--- src/design/assert_macros.svh ---
// ----------------------------------------------------------------------------
// Assertion macros
// Shared concurrent assertion forms for the cache lookup design.
// ----------------------------------------------------------------------------
`ifndef ASSERT_MACROS_SVH
`define ASSERT_MACROS_SVH

// The consequent must hold in the same cycle as the antecedent.
`define SLC_ASSERT_SAME(lbl, clk, rst_n, ante, cons, msg) \
    lbl: assert property (@(posedge clk) disable iff (!rst_n) (ante) |-> (cons)) \
        else $error(msg);

// The consequent must hold in the cycle after the antecedent.
`define SLC_ASSERT_NEXT(lbl, clk, rst_n, ante, cons, msg) \
    lbl: assert property (@(posedge clk) disable iff (!rst_n) (ante) |=> (cons)) \
        else $error(msg);

`endif

--- src/design/slc_pkg.sv ---
// ----------------------------------------------------------------------------
// slc_pkg
// Types, codes and constants shared by the cache lookup modules.
// ----------------------------------------------------------------------------
`default_nettype none

package slc_pkg;

    localparam int STAMP_W     = 64;
    localparam int COUNT_W     = 32;
    localparam int WAY_IDX_W   = 4;
    localparam int IN_TDATA_W  = 72;
    localparam int OUT_TDATA_W = 104;

    localparam logic [COUNT_W-1:0] COUNT_MAX = '1;

    localparam logic [1:0] OP_LOAD   = 2'd0;
    localparam logic [1:0] OP_STORE  = 2'd1;
    localparam logic [1:0] OP_MODIFY = 2'd2;
    localparam logic [1:0] OP_NONE   = 2'd3;

    localparam logic [1:0] CFG_SET_BITS    = 2'd0;
    localparam logic [1:0] CFG_OFFSET_BITS = 2'd1;
    localparam logic [1:0] CFG_WAYS_IN_USE = 2'd2;

    typedef enum logic [2:0] {
        ST_CLEAR,
        ST_IDLE,
        ST_SPLIT,
        ST_SCAN,
        ST_UPDATE,
        ST_EMIT
    } t_state;

    // Outcome of a scan over the ways of one set.
    typedef struct packed {
        logic                 hit;
        logic                 evict;
        logic [WAY_IDX_W-1:0] way;
    } t_scan_result;

    function automatic logic [COUNT_W-1:0] sat_inc(input logic [COUNT_W-1:0] value);
        sat_inc = (value == COUNT_MAX) ? value : value + COUNT_W'(1);
    endfunction

endpackage

`default_nettype wire

--- src/design/slc_way_scan.sv ---
// ----------------------------------------------------------------------------
// slc_way_scan
// Shared compare unit: checks one way per step for a tag match, a free
// line and the oldest timestamp, and keeps the running outcome.
// ----------------------------------------------------------------------------
`default_nettype none

module slc_way_scan
    import slc_pkg::*;
#(
    parameter int TAG_W = 64,
    parameter int WAY_W = 3
) (
    input  wire logic               i_clk,
    input  wire logic               i_rst_n,
    input  wire logic               i_step,
    input  wire logic               i_first,
    input  wire logic [WAY_W-1:0]   i_way,
    input  wire logic               i_line_valid,
    input  wire logic [TAG_W-1:0]   i_line_tag,
    input  wire logic [STAMP_W-1:0] i_line_stamp,
    input  wire logic [TAG_W-1:0]   i_tag,
    output t_scan_result            o_result
);

    logic               r_hit;
    logic               r_free;
    logic [WAY_W-1:0]   r_hit_way;
    logic [WAY_W-1:0]   r_free_way;
    logic [WAY_W-1:0]   r_lru_way;
    logic [STAMP_W-1:0] r_min_stamp;

    logic hit_prev;
    logic free_prev;
    logic match;
    logic older;

    assign hit_prev  = i_first ? 1'b0 : r_hit;
    assign free_prev = i_first ? 1'b0 : r_free;
    assign match     = i_line_valid && (i_line_tag == i_tag);
    // Strictly older only, so the lowest way wins a tie.
    assign older     = i_first || (i_line_stamp < r_min_stamp);

    always_ff @(posedge i_clk) begin
        if (!i_rst_n) begin
            r_hit  <= 1'b0;
            r_free <= 1'b0;
        end else if (i_step) begin
            r_hit  <= hit_prev || match;
            r_free <= free_prev || !i_line_valid;
        end
    end

    always_ff @(posedge i_clk) begin
        if (i_step) begin
            if (!hit_prev && match) begin
                r_hit_way <= i_way;
            end
            if (!free_prev && !i_line_valid) begin
                r_free_way <= i_way;
            end
            if (older) begin
                r_min_stamp <= i_line_stamp;
                r_lru_way   <= i_way;
            end
        end
    end

    always_comb begin
        o_result.hit   = r_hit;
        o_result.evict = !r_hit && !r_free;
        if (r_hit) begin
            o_result.way = WAY_IDX_W'(r_hit_way);
        end else if (r_free) begin
            o_result.way = WAY_IDX_W'(r_free_way);
        end else begin
            o_result.way = WAY_IDX_W'(r_lru_way);
        end
    end

endmodule

`default_nettype wire

--- config.mk ---
export PLATFORM = sky130hd
export DESIGN_NAME = slc_way_scan
export DESIGN_NICKNAME = d
export VERILOG_FILES = /design/src/design/assert_macros.svh /design/src/design/slc_pkg.sv /design/src/design/slc_way_scan.sv
export SDC_FILE = /design/constraint.sdc
export NUM_CORES = 1
export LEC_CHECK = 0
export BUFFER_PORTS_ARGS = -buffer_cell sky130_fd_sc_hd__buf_2
export CORE_MARGIN = 2
export CORE_UTILIZATION = 40
export DETAILED_ROUTE_END_ITERATION = 10
export GPL_ROUTABILITY_DRIVEN = 0
export HOLD_SLACK_MARGIN = 0.1
export PLACE_DENSITY = 0.69
export SYNTH_ARGS = -nofsm -noshare
export SYNTH_HDL_FRONTEND = slang
export SYNTH_SLANG_ARGS = --single-unit
--- constraint.sdc ---
create_clock -name i_clk -period 7.7 [get_ports i_clk]
set_input_delay 1.54 -clock i_clk [delete_from_list [all_inputs] [get_ports i_clk]]
set_output_delay 1.54 -clock i_clk [all_outputs]
set_load 0.02 [all_outputs]
# Word level (Yosys, flattened, before mapping)
# Index checks and enable logic that the tools add are counted.
totals:
  register_bits: 75
  wordCells: 27
classes:
  order_cmp: 1
  eq_ne: 1
  n_mux: 4
  n_reduce_logical: 15
op_table:
  columns: ["operator", "n"]
  rows:
  - ["$eq 64x64->1", 1]
  - ["$lt 64x64->1", 1]
  - ["$mux 3", 2]
  - ["$reduce_and 2->1", 3]
  - ["$logic_not 1->1", 5]
  - ["$logic_and 1x1->1", 4]
  - ["$logic_or 1x1->1", 3]
  - ["$mux 1", 2]

# Logic depth before layout (Yosys ltp)
logic_depth:
  ltp_word: 4
  mapped_depth: 8
  depth_no_buf: 8

# Worst setup path before layout
# Ideal clock, no wire load.
synth_path:
  path_type: "input to register"
  from: "in i_line_stamp[1]"
  to: "reg r_lru_way[0] (enable)"
  setup_time_ns: 0.532
  t_arrival_ns: 6.214
  setup_slack_ns: 0.954
  cell_stages: 6
  path_cell_list: "ha_1 a2111oi_0 o32ai_1 nor4_1 o31ai_1 a31oi_1"
synth_between:
  elab_chain_cells: 3
synth_rtl:
  columns: ["item", "line", "text"]
  rows:
  - ["start: declaration", "slc_way_scan.sv:21", "input wire logic [STAMP_W-1:0] i_line_stamp,"]
  - ["$lt 64x64->1", "slc_way_scan.sv:42", "assign older = i_first || (i_line_stamp < r_min_stamp);"]
  - ["$logic_or 1x1->1", "slc_way_scan.sv:42", null]
  - ["$reduce_and 2->1 (no line)", null, null]
  - ["end signal: assignment", "slc_way_scan.sv:64", "r_lru_way <= i_way;"]
  - ["end: declaration", "slc_way_scan.sv:30", "logic [WAY_W-1:0] r_lru_way;"]
# No other way between the ends.
# A chain may end at the register's enable or synchronous reset.

# Worst setup path after layout
layout_path:
  from: "in i_line_stamp[1]"
  to: "reg r_min_stamp[23] (enable)"
layout_between:
  elab_chain_cells: 3
layout_rtl:
  columns: ["item", "line", "text"]
  rows:
  - ["$lt 64x64->1", "slc_way_scan.sv:42", null]
  - ["$logic_or 1x1->1", "slc_way_scan.sv:42", null]
  - ["$reduce_and 2->1 (no line)", null, null]
  - ["end signal: assignment", "slc_way_scan.sv:63", "r_min_stamp <= i_line_stamp;"]
  - ["end: declaration", "slc_way_scan.sv:31", "logic [STAMP_W-1:0] r_min_stamp;"]
# No other way between the ends.

==> metrics.md <==
| Metric | Value |
|---|---|
| Sw Ratio | `approximately a quarter` |
| Port bufs | `204` |
| Post-synth top cells | `inv_1, edfxtp_1, ha_1, xnor2_1, a21oi_1` |
| RSZ-0062 raised after global routing | `no` |
| Max Freq | `approximately 250 MHz` |
| Final setup TNS | `0 ns` |
| Cts hold-fix bufs | `0` |
| Worst Path Required | `about 7.7 ns` |
| Gr usage total | `19.0%` |
| Buf/Inv on CP | `2` |
| Area Growth Syn to Fin | `30.6%` |
| Mapped Cells | `between 400 and 500` |
| Cell Area, Synth | `0.00475 sq mm` |
| Arr. time, crit path | `4.00 ns` |
| Clock Sink Count | `75` |
| Max Cap Viol | `0` |
| Share of layout cells above drive strength 1 | `around a third` |
| Final nets | `between 900 and 1000` |
| Largest net degree at the start of global routing | `64` |
| Post-synth EDFFs | `73` |
| Register area share after synthesis | `between 40 and 50%` |
| Worst-Margin Slew | `~0.80 ns` |
| CTS H-Tree Depth | `3` |
| Final Routed Wirelength | `~12000 um` |
| Synth Warn # | `0` |
| Most frequent cell after synthesis | `inv_1` |
| Power per Cell Area | `between 150 and 200 mW/mm^2` |
| Min-delay worst type | `flop to flop` |
| Int Pwr | `between 0.8 and 0.9 mW` |
| Synth cell types | `just over 50` |
| Largest cells by area after synthesis | `edfxtp_1, ha_1, inv_1, xnor2_1, nand4_1` |
| CP Launch Type | `primary input` |
| Initial antenna violation count | `1` |
| Worst vdd ir | `0.103 mV` |
| Rows | `39` |
| CTS tree | `yes` |
| Root Driver | `clkbuf_16` |
| Final count of hold timing violations | `0` |
| Avg Cell Area, Syn | `11.0 sq um` |
| Vias in the first global route | `around 4100` |
| Tcrit/Tclk final | `52.5%` |
| Worst setup EP type | `flop` |
| CTS Buf Count | `9` |
| GR Overflow Total | `0` |
| Initial Util | `41.2%` |
| Postcts setup bufs | `0` |
| Slew headroom | `between 40 and 50%` |
| Slew Viols, Final | `0` |
| Largest delay share family, worst path | `compound AO/OA/AOI/OAI gates` |
| Clock power frac | `33.0%` |
| Async SR Flop Fraction | `0%` |
| Logic pwr share | `20.6%` |
| Leak pwr | `between 3 and 4 nW` |
| Yosys top cell by area | `edfxtp_1` |
| Crit path cell chain | `buf_2 > ha_1 > a2111oi_0 > o32ai_1 > nor4_1 > o31ai_1 > a31oi_4 > buf_4` |
| Post-Route Utilization | `about 54%` |
| Worst Path Max Fanout | `63` |
| Die H | `roughly 110 um` |
| Core Footprint | `~0.012 sq mm` |
| Initial drt markers | `between 200 and 250` |
| Synth Net Count | `693` |
| TritonRoute pass-1 iters | `8` |
| Remaining antenna violation count | `0` |
| Sequential cell fraction of total power | `a little under half` |
| Synth Flop Type | `edfxtp_1` |
| Vias per inst | `4.92` |
| Synth top area share | `between 40 and 50%` |
| Outcome | `finished, violations left` |
| Setup Crit Path Kind | `primary input to flop` |
| CP max-delay cell | `buf_4` |
| Failing checks | `design-rule violations` |
| Yosys reg bits | `75` |
| Min Clock Period, post-route | `around 4.0 ns` |
| Worst skew pair latency | `0.33 ns` |
| Gates resized, CTS repair | `0` |
| Routed WL per cell | `~15 um` |
| Max Root-Sink Buffers | `2` |
| Die Area | `~0.013 sq mm` |
| Critical path's largest stage delay | `0.67 ns` |
| P_sw | `around 0.27 mW` |
| Width of the die | `around 110 um` |
| DRC | `8` |
| Vias | `about 3900` |
| I/O Pins | `about 200` |
| Finish-stage setup viols | `0` |
| First-pass GRT wire length | `~19000 um` |
| Post-DP HPWL | `slightly above 10000 um` |
| Worst-path clk slew | `~0.05 ns` |
| Clock skew | `approximately 0.010 ns` |
layout by cell type, fill, tap and decap left out, types with 2 or more instances in the layout:
master,netlist,routed
buf_2,0,204
inv_1,84,84
edfxtp_1,73,73
ha_1,63,63
xnor2_1,31,31
a21oi_1,21,21
nand4_1,18,18
nand2_1,17,17
xor2_1,12,12
a21o_1,9,9
clkbuf_16,0,9
o21ai_0,8,8
nor4_1,8,8
nand2b_1,7,7
nand3_1,7,7
nor2_1,6,6
a221oi_1,5,5
nor3_1,5,5
o22ai_1,4,4
mux2i_1,3,3
o221ai_1,3,3
clkinv_1,1,3
a22o_1,3,3
nor2b_1,3,3
and4_1,3,3
o2111ai_1,2,2
o2bb2ai_1,2,2
o21a_1,2,2
o32ai_1,2,2
and2_1,2,2
dfxtp_1,2,2
worst paths after layout:
kind	from	endpoint	slack (ns)	cells past startpoint
setup / recovery	i_line_stamp[1]	r_min_stamp[23]$_DFFE_PP_	3.65	8
hold / removal	r_hit$_SDFFE_PN0P_	r_hit$_SDFFE_PN0P_	0.61	2
setup reg to reg	r_min_stamp[1]$_DFFE_PP_	r_min_stamp[23]$_DFFE_PP_	4.61	8
hold reg to reg	r_hit$_SDFFE_PN0P_	r_hit$_SDFFE_PN0P_	0.61	2
tightest hold or removal path: stages (launching register included):
cell      delay (ns)
dfxtp_1         0.39
nand2_1         0.12
a21boi_2        0.05
per-layer routing:
metal  wire length (um)  GRT usage [%]
met5                  0              0
met4                323           9.11
met3                839           4.98
met2               6170           34.3
met1               4550           20.8
area by class of cell:
class                   count  area [sq um]
well taps                 143           179
clock inverters             4          20.0
repair buffers            205          1030
clock buffers              10           229
flip-flops and latches     75          2230
diodes                      1          2.50
fillers                  1041          5320
multi-input cells         266          2190
inverters                  85           319
cell families after synthesis:
kind of cell,share of synthesized area (%)
other,0.0790
DFF,47.0
muxes,0.633
adders and majority gates,16.6
buffers and inverters,7.20
xor gates and xnor gates,7.93
AOI/OAI and AO/OA,11.0
and+or+nand+nor,9.49
metrics by stage:
step,setup slack (ns),hold slack (ns),power (mW),std cells,area [sq um]
final,3.65,0.611,1.08,789,6200
after global routing,3.48,0.665,1.14,789,6200
after CTS,3.62,0.625,1.09,788,6200
after detailed placement,3.28,0.617,0.733,774,5950
after global placement,3.35,0.597,0.723,774,5950
after floorplan,0.954,0.647,0.635,430,4750
flip-flops by register name (all words and copies together) (netlist names):
signal	cells
r_min_stamp	64
r_free_way	3
r_hit_way	3
r_lru_way	3
r_free	1
r_hit	1
power by group through the flow:
stage	combinational, mW	clock, mW	sequential [mW]
CTS	0.225	0.367	0.501
finish	0.222	0.357	0.500
global route	0.255	0.380	0.504
detailed placement	0.224	0	0.509
floorplan	0.125	0	0.510
global placement	0.215	0	0.507
(Power assumes the default switching activity.)
