**src/design/assert_macros.svh**
```systemverilog
// ----------------------------------------------------------------------------
// Assertion macros
// Shared concurrent assertion forms for the cache lookup design.
// ----------------------------------------------------------------------------
`ifndef ASSERT_MACROS_SVH
`define ASSERT_MACROS_SVH

// The consequent must hold in the same cycle as the antecedent.
`define SLC_ASSERT_SAME(lbl, clk, rst_n, ante, cons, msg) \
    lbl: assert property (@(posedge clk) disable iff (!rst_n) (ante) |-> (cons)) \
        else $error(msg);

// The consequent must hold in the cycle after the antecedent.
`define SLC_ASSERT_NEXT(lbl, clk, rst_n, ante, cons, msg) \
    lbl: assert property (@(posedge clk) disable iff (!rst_n) (ante) |=> (cons)) \
        else $error(msg);

`endif

```
**src/design/slc_ram.sv**
```systemverilog
// ----------------------------------------------------------------------------
// slc_ram
// Generic single-write, single-read RAM with a registered read port.
// ----------------------------------------------------------------------------
`default_nettype none

module slc_ram #(
    parameter int DATA_W = 8,
    parameter int DEPTH  = 64,
    parameter int ADDR_W = (DEPTH > 1) ? $clog2(DEPTH) : 1
) (
    input  wire logic              i_clk,
    input  wire logic              i_wr_en,
    input  wire logic [ADDR_W-1:0] i_wr_addr,
    input  wire logic [DATA_W-1:0] i_wr_data,
    input  wire logic              i_rd_en,
    input  wire logic [ADDR_W-1:0] i_rd_addr,
    output logic      [DATA_W-1:0] o_rd_data
);

    logic [DATA_W-1:0] r_mem [DEPTH];
    logic [DATA_W-1:0] r_rd_data;

    always_ff @(posedge i_clk) begin
        if (i_wr_en) begin
            r_mem[i_wr_addr] <= i_wr_data;
        end
        // Read data holds until the next read.
        if (i_rd_en) begin
            r_rd_data <= r_mem[i_rd_addr];
        end
    end

    assign o_rd_data = r_rd_data;

endmodule

`default_nettype wire

```
**config.mk**
```make
export PLATFORM = sky130hd
export DESIGN_NAME = slc_ram
export DESIGN_NICKNAME = d
export VERILOG_FILES = /design/src/design/assert_macros.svh /design/src/design/slc_ram.sv
export SDC_FILE = /design/constraint.sdc
export NUM_CORES = 1
export LEC_CHECK = 0
export BUFFER_PORTS_ARGS = -buffer_cell sky130_fd_sc_hd__buf_2
export CAP_MARGIN = 40
export CORE_UTILIZATION = 55
export CTS_BUF_LIST = sky130_fd_sc_hd__clkbuf_16
export DETAILED_ROUTE_END_ITERATION = 10
export GPL_TIMING_DRIVEN = 0
export MAX_ROUTING_LAYER = met4
export PLACE_DENSITY_LB_ADDON = 0.2
export SYNTH_ARGS = -nofsm -noshare
export SYNTH_HDL_FRONTEND = slang
export SYNTH_SLANG_ARGS = --single-unit
```
**constraint.sdc**
```tcl
create_clock -name i_clk -period 3.4 [get_ports i_clk]
set_input_delay 0.68 -clock i_clk [delete_from_list [all_inputs] [get_ports i_clk]]
set_output_delay 0.68 -clock i_clk [all_outputs]
set_load 0.03 [all_outputs]
```
# Word level (Yosys, flattened, before mapping)
# Memories as Yosys holds them, arrays and structs flattened. A register that Yosys moved wholly into a read port is not among the register bits.
# Index checks and enable logic that the tools add are counted.
[word_totals]
mem_count = 1
regBits = 0
ram_bits = 512
[memory_table]
columns = ["name", "words", "width", "read_ports", "rd_ports_with_merged_regs", "wr", "line_no", "text"]
rows = [
  ["r_mem", 64, 8, 1, 1, 1, "slc_ram.sv:21", "logic [DATA_W-1:0] r_mem [DEPTH];"],
]
[classes]
mux = 2
[ops]
columns = ["op", "count"]
rows = [
  ["1-bit two-way mux", 2],
]

# Longest topological paths before layout
# Gate-level depths: netlist of run 1.
[logic_depth]
depth_word = 2
depth_mapped = 9

# Worst setup path before layout of run 1
# OpenSTA, ideal clock, no wires.
[synth_path]
path_type = "in2reg"
start = "input i_rd_addr[1]"
end = "register r_rd_data[3], in the netlist o_rd_data[3] (read register of r_mem), data pin"
setup_time_ns = 0.266
cell_stages = 7
t_arrival_ns = 2.220
path_slack_ns = 0.914
path_cell_list = "buf_4 buf_2 buf_2 mux4_2 mux4_2 o21ai_1 o41ai_1"
[synth_lines]
columns = ["item", "line_no", "text"]
rows = [
  ["from (decl)", "slc_ram.sv:17", "input wire logic [ADDR_W-1:0] i_rd_addr,"],
  ["to (decl)", "slc_ram.sv:22", "logic [DATA_W-1:0] r_rd_data;"],
]

==> results of run 1 <==
routing by layer:
layer | up-vias | global-route usage [%] | routed length, um
met5 | - | - | 0
met4 | 0 | 7.319 | 1275
met3 | 92 | 4.696 | 4516
met2 | 574 | 38.56 | 21530
met1 | 5239 | 39.12 | 19420
li1 | 4132 | - | -
registers in the layout (all words and copies together) (netlist names):
| name | count |
|---|---|
| o_rd_data | 8 |
| r_mem | 512 |
logic make-up after synthesis:
family	count (synthesis)
AO/OA/AOI/OAI	54
flip-flops	520
AND/OR/NAND/NOR	153
buffers and inverters	51
multiplexers	162
power by group:
part / internal (mW) / leakage (nW) / switching, mW
Clock: 2.84 / 0.804 / 2.30
Sequential: 7.11 / 4.69 / 0.0110
Combinational: 0.271 / 1.70 / 0.471
final cells by class:
| class | count | area, um2 |
|---|---|---|
| timing repair buffer | 45 | 406.6 |
| fill | 2440 | 13170 |
| buffer | 51 | 316.6 |
| sequential | 520 | 15620 |
| tap | 461 | 576.8 |
| multi-input combinational | 369 | 4315 |
| antenna | 1 | 2.502 |
| clock buffer | 52 | 1301 |
| clock inverter | 40 | 210.2 |
worst reg2reg max path: cells and delay by family (launching register included):
kind,cells,cell delay (ns)
compound gates,2,1.04
mux,1,0.48
flops,1,0.36
simple gates,1,0.16
stage by stage:
stage	setup slack [ns]	setup TNS (ns)	instances	power, mW
floorplan	0.9137	0	940	7.651
global placement	-0.2922	-1.247	1423	7.955
detailed placement	-0.2278	-0.4679	1444	7.990
CTS	0.3581	0	1536	13.04
global route	0.1101	0	1539	13.32
finish	0.1835	0	1539	13.00
cells in the mapped netlist, types with 3 or more instances:
library cell,number
mux2_2,13
a211oi_1,4
mux2i_1,23
clkbuf_1,17
o2111ai_1,3
buf_4,13
nand3_1,13
buf_1,4
buf_6,4
a21oi_1,3
nand2_1,19
o2bb2ai_1,3
a22oi_1,3
nor3_1,7
buf_2,11
nand3b_1,3
edfxtp_1,520
o22ai_1,8
o221ai_1,8
mux4_2,126
nand2b_1,7
nor2_1,83
a221oi_1,6
nor2b_1,14
worst max path at each step:
| stage | depth (start not counted) | slack, ns | to | from |
|---|---|---|---|---|
| 6_report | 7 | 0.18 | o_rd_data[5] | i_rd_addr[2] |
| 5_1_grt | 7 | 0.11 | o_rd_data[5] | i_rd_addr[2] |
| 4_1_cts | 7 | 0.36 | o_rd_data[5] | i_rd_addr[2] |
| 3_5_place_dp | 7 | -0.23 | o_rd_data[5] | i_rd_addr[2] |
| 3_3_place_gp | 8 | -0.29 | o_rd_data[4] | i_rd_addr[1] |
| 2_1_floorplan | 7 | 0.91 | o_rd_data[3] | i_rd_addr[1] |
==> summary.md, run 1 <==
| Metric | Value |
|---|---|
| Share of the synthesized area in the top cell type | 77.12% |
| Worst reg2reg path depth | 4 |
| Sequential area share after synthesis | 77.12% |
| DR vias/cell | 6.522 |
| Most common cell after layout, fill and taps aside | edfxtp_1 |
| Initial DRC Count | 1342 |
| Unrepaired setup endpoints after global routing | no |
| Synth area leaders | edfxtp_1 77%, mux4_2 14%, nor2_1 1.5%, mux2i_1 1.1%, mux2_2 0.72% |
| Syn Std Cell Area | 20250 um2 |
| Num ports | 31 |
| Critical path's most frequent cell | buf_2 |
| Most frequent cells in the layout | 520 x edfxtp_1, 126 x mux4_2, 83 x nor2_1 |
| HPWL after detailed placement | 31.20 mm |
| Fmax | 0.3109 GHz |
| Arr. time, crit path | 3.46 ns |
| CTS tree | done |
| GR Overflow Total | 0 |
| Adder-cell share of the synthesized area | 0% |
| Initial Util | 56.38% |
| Syn-to-layout area delta | 12.33% |
| Placed Instance Area | 21220 um2 |
| Compound-Gate Fraction of Synth Area | 2.064% |
| Outcome | finished clean |
| Crit Path Class | input port to register |
| Worst-margin pin slew | 0.8926 ns |
| Design area | roughly 23000 um2 |
| Root Driver | clkbuf_16 |
| Fin crit share | 94.60% |
| Syn Inst Count | 940 |
| Htree depth | 2 |
| Clock buffer count from CTS | 51 |
| Post-route ant nets | 0 |
| Layout Utilization | around 63% |
| Nets@finish | 1061 |
| Largest net degree at the start of global routing | 49 |
| Mapped Nets | 963 |
| Required time of the worst setup path | 3.64 ns |
| Clock sink total | 520 |
| PwrDens | 571.5 nW/um2 |
| RD Place Congestion | 1.000 |
| Cell taking the most area after synthesis | edfxtp_1 |
| Unique masters post-synth | 39 |
| MaxCap Viol Count | 0 |
| Synth Area in XOR/XNOR | 0% |
| Final setup violating endpoints | 0 |
| RR Startpoint | r_mem[0][5] |
| Drt drc | 0 |
| CTS resizes | 0 |
| FP Rows | roughly 70 |
| GRT Total Usage | 26.47% |
| Combinational family with the most area after synthesis | multiplexers |
| Die height | 193.9 um |
| Main synth FF type | edfxtp_1 |
| Initial antenna violation count | 2 |
| Yosys warns | 0 |
| FF-to-FF setup slack | 1.02 ns |
| HP Start | i_rd_en |
| Cts hold-fix bufs | 0 |
| Slew headroom | 40.49% |
| Max stage delay cell, worst path | o41ai_1 |
| Final Hold Fails | 0 |
| Die Footprint | about 38000 um2 |
| Syn avg cell area | 21.54 um2 |
| Crit path time final | 3.217 ns |
| FF-to-FF End | o_rd_data[5] |
| Mux cell area share after synthesis | between 10% and 20% |
| Final Max Tran Viols | 0 |
| Worst-Skew Late Latency | 0.58 ns |
| Core ar. | 35910 um2 |
| Routed wire per std cell | 30.37 um |
| Hold Path Stages | 1 |
| Drt first pass iters | 5 |
| Via count | 10040 |
| CP max stage delay | 0.72 ns |
| Number of setup buffers added after CTS | 0 |
| Vias in the first global route | 9921 |
| IO Port Bufs | 22 |
| Clk slew on worst S/H paths | 0.06 ns |
| Critical-path cell list | buf_2 > buf_4 > clkbuf_1 > buf_2 > o221ai_1 > o21a_1 > o41ai_1 |
| Clock Skew | 0.01676 ns |
| Crit-path leading delay family | buffers and inverters |
| Final hold slack | 0.4522 ns |
| Peak supply drop | 0.3445 mV |
| CP Buf/Inv Count | 4 |
| Maximum clock path buffer count | 3 |
| Post-synthesis simple-gate area fraction | 3.374% |
| Yosys reg bits | 520 |
| Post-synth EDFFs | 520 |
| Worst min-delay path class | input port to register |
| Critical Path End Type | register |
| First-pass GRT wire length | 68.50 mm |
| Leak | between 7 and 8 nW |
| Final WL | between 40 and 50 mm |
| Startpoint types | input port |
| Share of flip-flops with an asynchronous set or reset | 0% |
| DIE WIDTH | 193.9 um |
| Hold Crit Endpoint | o_rd_data[1] |
| Share of layout cells above drive strength 1 | a little over a quarter |
| Crit-path max FO | 10 |
Note: power is estimated with default switching activity, not from simulation.
==> run 2: changes to the inputs <==
==> constraint.sdc (replaced) <==
create_clock -name i_clk -period 2.9 [get_ports i_clk]
set_input_delay 0.58 -clock i_clk [delete_from_list [all_inputs] [get_ports i_clk]]
set_output_delay 0.58 -clock i_clk [all_outputs]
set_load 0.03 [all_outputs]
==> run 2 against run 1 <==
Global-route usage is essentially flat. Cell area is essentially flat. Sequential share of layout area is essentially flat. Combinational power grew 18%. Clock power grew 18%. Flip-flop and latch count is the same. Wire length grew 0.16%. Worst setup slack lost 0.14 ns. Register-to-register slack lost 0.57 ns. Non-clock buffer count is the same. Largest cell class unchanged.
==> summary.md, run 2 (synthesis gave the netlist of run 1 again) <==
| Metric | Value |
|---|---|
| Largest net degree at the start of global routing | 49 (unchanged) |
| Post-route ant nets | 0 (unchanged) |
| Metal-1 WL | 19.75 mm (was 19.42 mm) |
| Drt drc | 0 (unchanged) |
| Startpoint types | input port (unchanged) |
| P_sw | 3.281 mW (was 2.784 mW) |
| Vias in the first global route | 9927 (was 9921) |
| GR Overflow Total | 0 (unchanged) |
| DR vias/cell | 6.535 (was 6.522) |
| Share of layout cells above drive strength 1 | 26.56% (was 26.37%) |
| Drt first pass iters | 10 (was 5) |
| Die Footprint | 37580 um2 (unchanged) |
| Worst-margin pin slew | 0.8974 ns (was 0.8926 ns) |
| MaxCap Viol Count | 0 (unchanged) |
| Worst setup margin | 0.04522 ns (was 0.1835 ns) |
| Arr. time, crit path | 3.11 ns (was 3.46 ns) |
| Comb pwr share | 5.7% (about the same) |
| Num ports | 31 (unchanged) |
| Die height | 193.9 um (unchanged) |
| Crit path from | i_rd_addr[1] (was i_rd_addr[2]) |
| Crit path time final | 2.855 ns |
| Routed wire per std cell | 30.42 um (was 30.37 um) |
| Slew headroom | 38.63% (was 40.49%) |
| Unrepaired setup endpoints after global routing | no (unchanged) |
| Final setup violating endpoints | 0 (unchanged) |
| Htree depth | 2 (unchanged) |
| Max stage delay cell, worst path | buf_2 (was o41ai_1) |
| CP max stage delay | 0.46 ns (was 0.72 ns) |
| Sw frac | 21.51% (was 21.42%) |
| Most frequent cells in the layout | 520 x edfxtp_1, 126 x mux4_2, 83 x nor2_1 (unchanged) |
| Crit Path Class | input port to register (unchanged) |
| RR Startpoint | r_mem[0][5] (unchanged) |
| GRT Total Usage | 26.43% (was 26.47%) |
| HPWL after detailed placement | 31.20 mm (unchanged) |
| Core ar. | 35910 um2 (unchanged) |
| Root Driver | clkbuf_16 (unchanged) |
| CP Buf/Inv Count | 4 (unchanged) |
| Peak supply drop | 0.4100 mV (was 0.3445 mV) |
| Crit-path leading delay family | buffers and inverters (unchanged) |
| Number of setup buffers added after CTS | 0 (unchanged) |
| Final Max Tran Viols | 0 (unchanged) |
| PwrDens | 670.5 nW/um2 (was 571.5 nW/um2) |
| Place WS | -0.6278 ns (was -0.2278 ns) |
| Worst-Skew Late Latency | 0.58 ns (about the same) |
| Outcome | finished clean (unchanged) |
| Clk slew on worst S/H paths | 0.06 ns (about the same) |
| Max FFs per register | 512 (unchanged) |
| Via count | 10060 (was 10040) |
| Leak | 7.201 nW (was 7.192 nW) |
| RD Place Congestion | 1.000 (unchanged) |
| Layout Utilization | 63.36% (was 63.33%) |
| FP Rows | 69 (unchanged) |
| Clock Skew | 0.02306 ns (was 0.01676 ns) |
| Clock group share of total power | 39.6% (was 39.5%) |
| Initial antenna violation count | 2 (unchanged) |
| HP Start | i_rd_en (unchanged) |
| First-pass GRT wire length | 68.41 mm (was 68.50 mm) |
| Pint | 11.98 mW (was 10.21 mW) |
| IO Port Bufs | 22 (unchanged) |
| Final Hold Fails | 0 (unchanged) |
| Initial DRC Count | 1314 (was 1342) |
| Syn-to-layout area delta | 12.39% (was 12.33%) |
| Initial Util | 56.38% (unchanged) |
| Met2 WL | 21.51 mm (was 21.53 mm) |
| Clock buffer count from CTS | 51 (unchanged) |
| Sequential power share | 54.7% (was 54.8%) |
| Worst min-delay path class | input port to register (unchanged) |
| Nets@finish | 1061 (unchanged) |
| Critical Path End Type | register (unchanged) |
| CTS tree | done (unchanged) |
| Critical-path cell list | buf_4 > buf_2 > buf_4 > buf_2 > mux4_2 > mux2i_1 > a21oi_1 > o21ai_1 > o41ai_2 (was buf_2 > buf_4 > clkbuf_1 > buf_2 > o221ai_1 > o21a_1 > o41ai_1) |
| Required time of the worst setup path | 3.15 ns (was 3.64 ns) |
| DIE WIDTH | 193.9 um (unchanged) |
| Fin crit share | 98.44% |
| Final WL | 46.82 mm (was 46.74 mm) |
| Met3 routed WL | 4.242 mm (was 4.516 mm) |
| Maximum clock path buffer count | 3 (unchanged) |
| Cts hold-fix bufs | 0 (unchanged) |
| Fmax | 0.3503 GHz |
| Most common cell after layout, fill and taps aside | edfxtp_1 (unchanged) |
| Clock sink total | 520 (unchanged) |
| Most flops, register | r_mem (unchanged) |
| DR top layer | met4 (unchanged) |
| Crit-path max FO | 10 (unchanged) |
## run 2: worst paths after layout
path / end / slack [ns] / cells after the start
setup / recovery: o_rd_data[5] / 0.05 / 9
hold / removal: o_rd_data[1] / 0.35 / 1
setup reg to reg: o_rd_data[5] / 0.45 / 4
hold reg to reg: o_rd_data[2] / 1.09 / 4
## run 2: repair_timing
item,CTS,global route
gates resized for setup,0,1
pin swaps,0,0
endpoints found under the setup margin,2,1
## run 2: power groups by stage
stage	sequential, mW	combinational [mW]	clock (mW)
global route	8.35	0.913	6.37
CTS	8.35	0.862	6.07
finish	8.35	0.874	6.04
global placement	8.51	0.818	0
detailed placement	8.51	0.862	0
floorplan	8.53	0.444	0
## run 2: layout make-up
class                           instances  area, um2
Timing Repair Buffer                   46      414.1
Tap cell                              461      576.8
Clock inverter                         40      210.2
Clock buffer                           52       1301
Antenna cell                            1      2.502
Sequential cell                       520      15620
Multi-Input combinational cell        369       4323
Fill cell                            2439      13160
Buffer                                 50      312.8
## run 2: metal layers
layer	vias up	GRT usage [%]
met5	-	-
met4	0	7.319
met3	89	4.818
met2	545	38.49
met1	5291	38.98
li1	4132	-
## run 2: stage by stage
step | hold slack (ns) | area, um2 | power [mW] | TNS [ns] | std cells
global route | 0.3586 | 22760 | 15.63 | 0 | 1539
detailed placement | 0.9337 | 21220 | 9.368 | -3.087 | 1444
global placement | 0.9132 | 20930 | 9.327 | -3.941 | 1423
floorplan | 0.6789 | 20250 | 8.971 | 0 | 940
finish | 0.3464 | 22760 | 15.26 | 0 | 1539
CTS | 0.3473 | 22720 | 15.28 | 0 | 1535
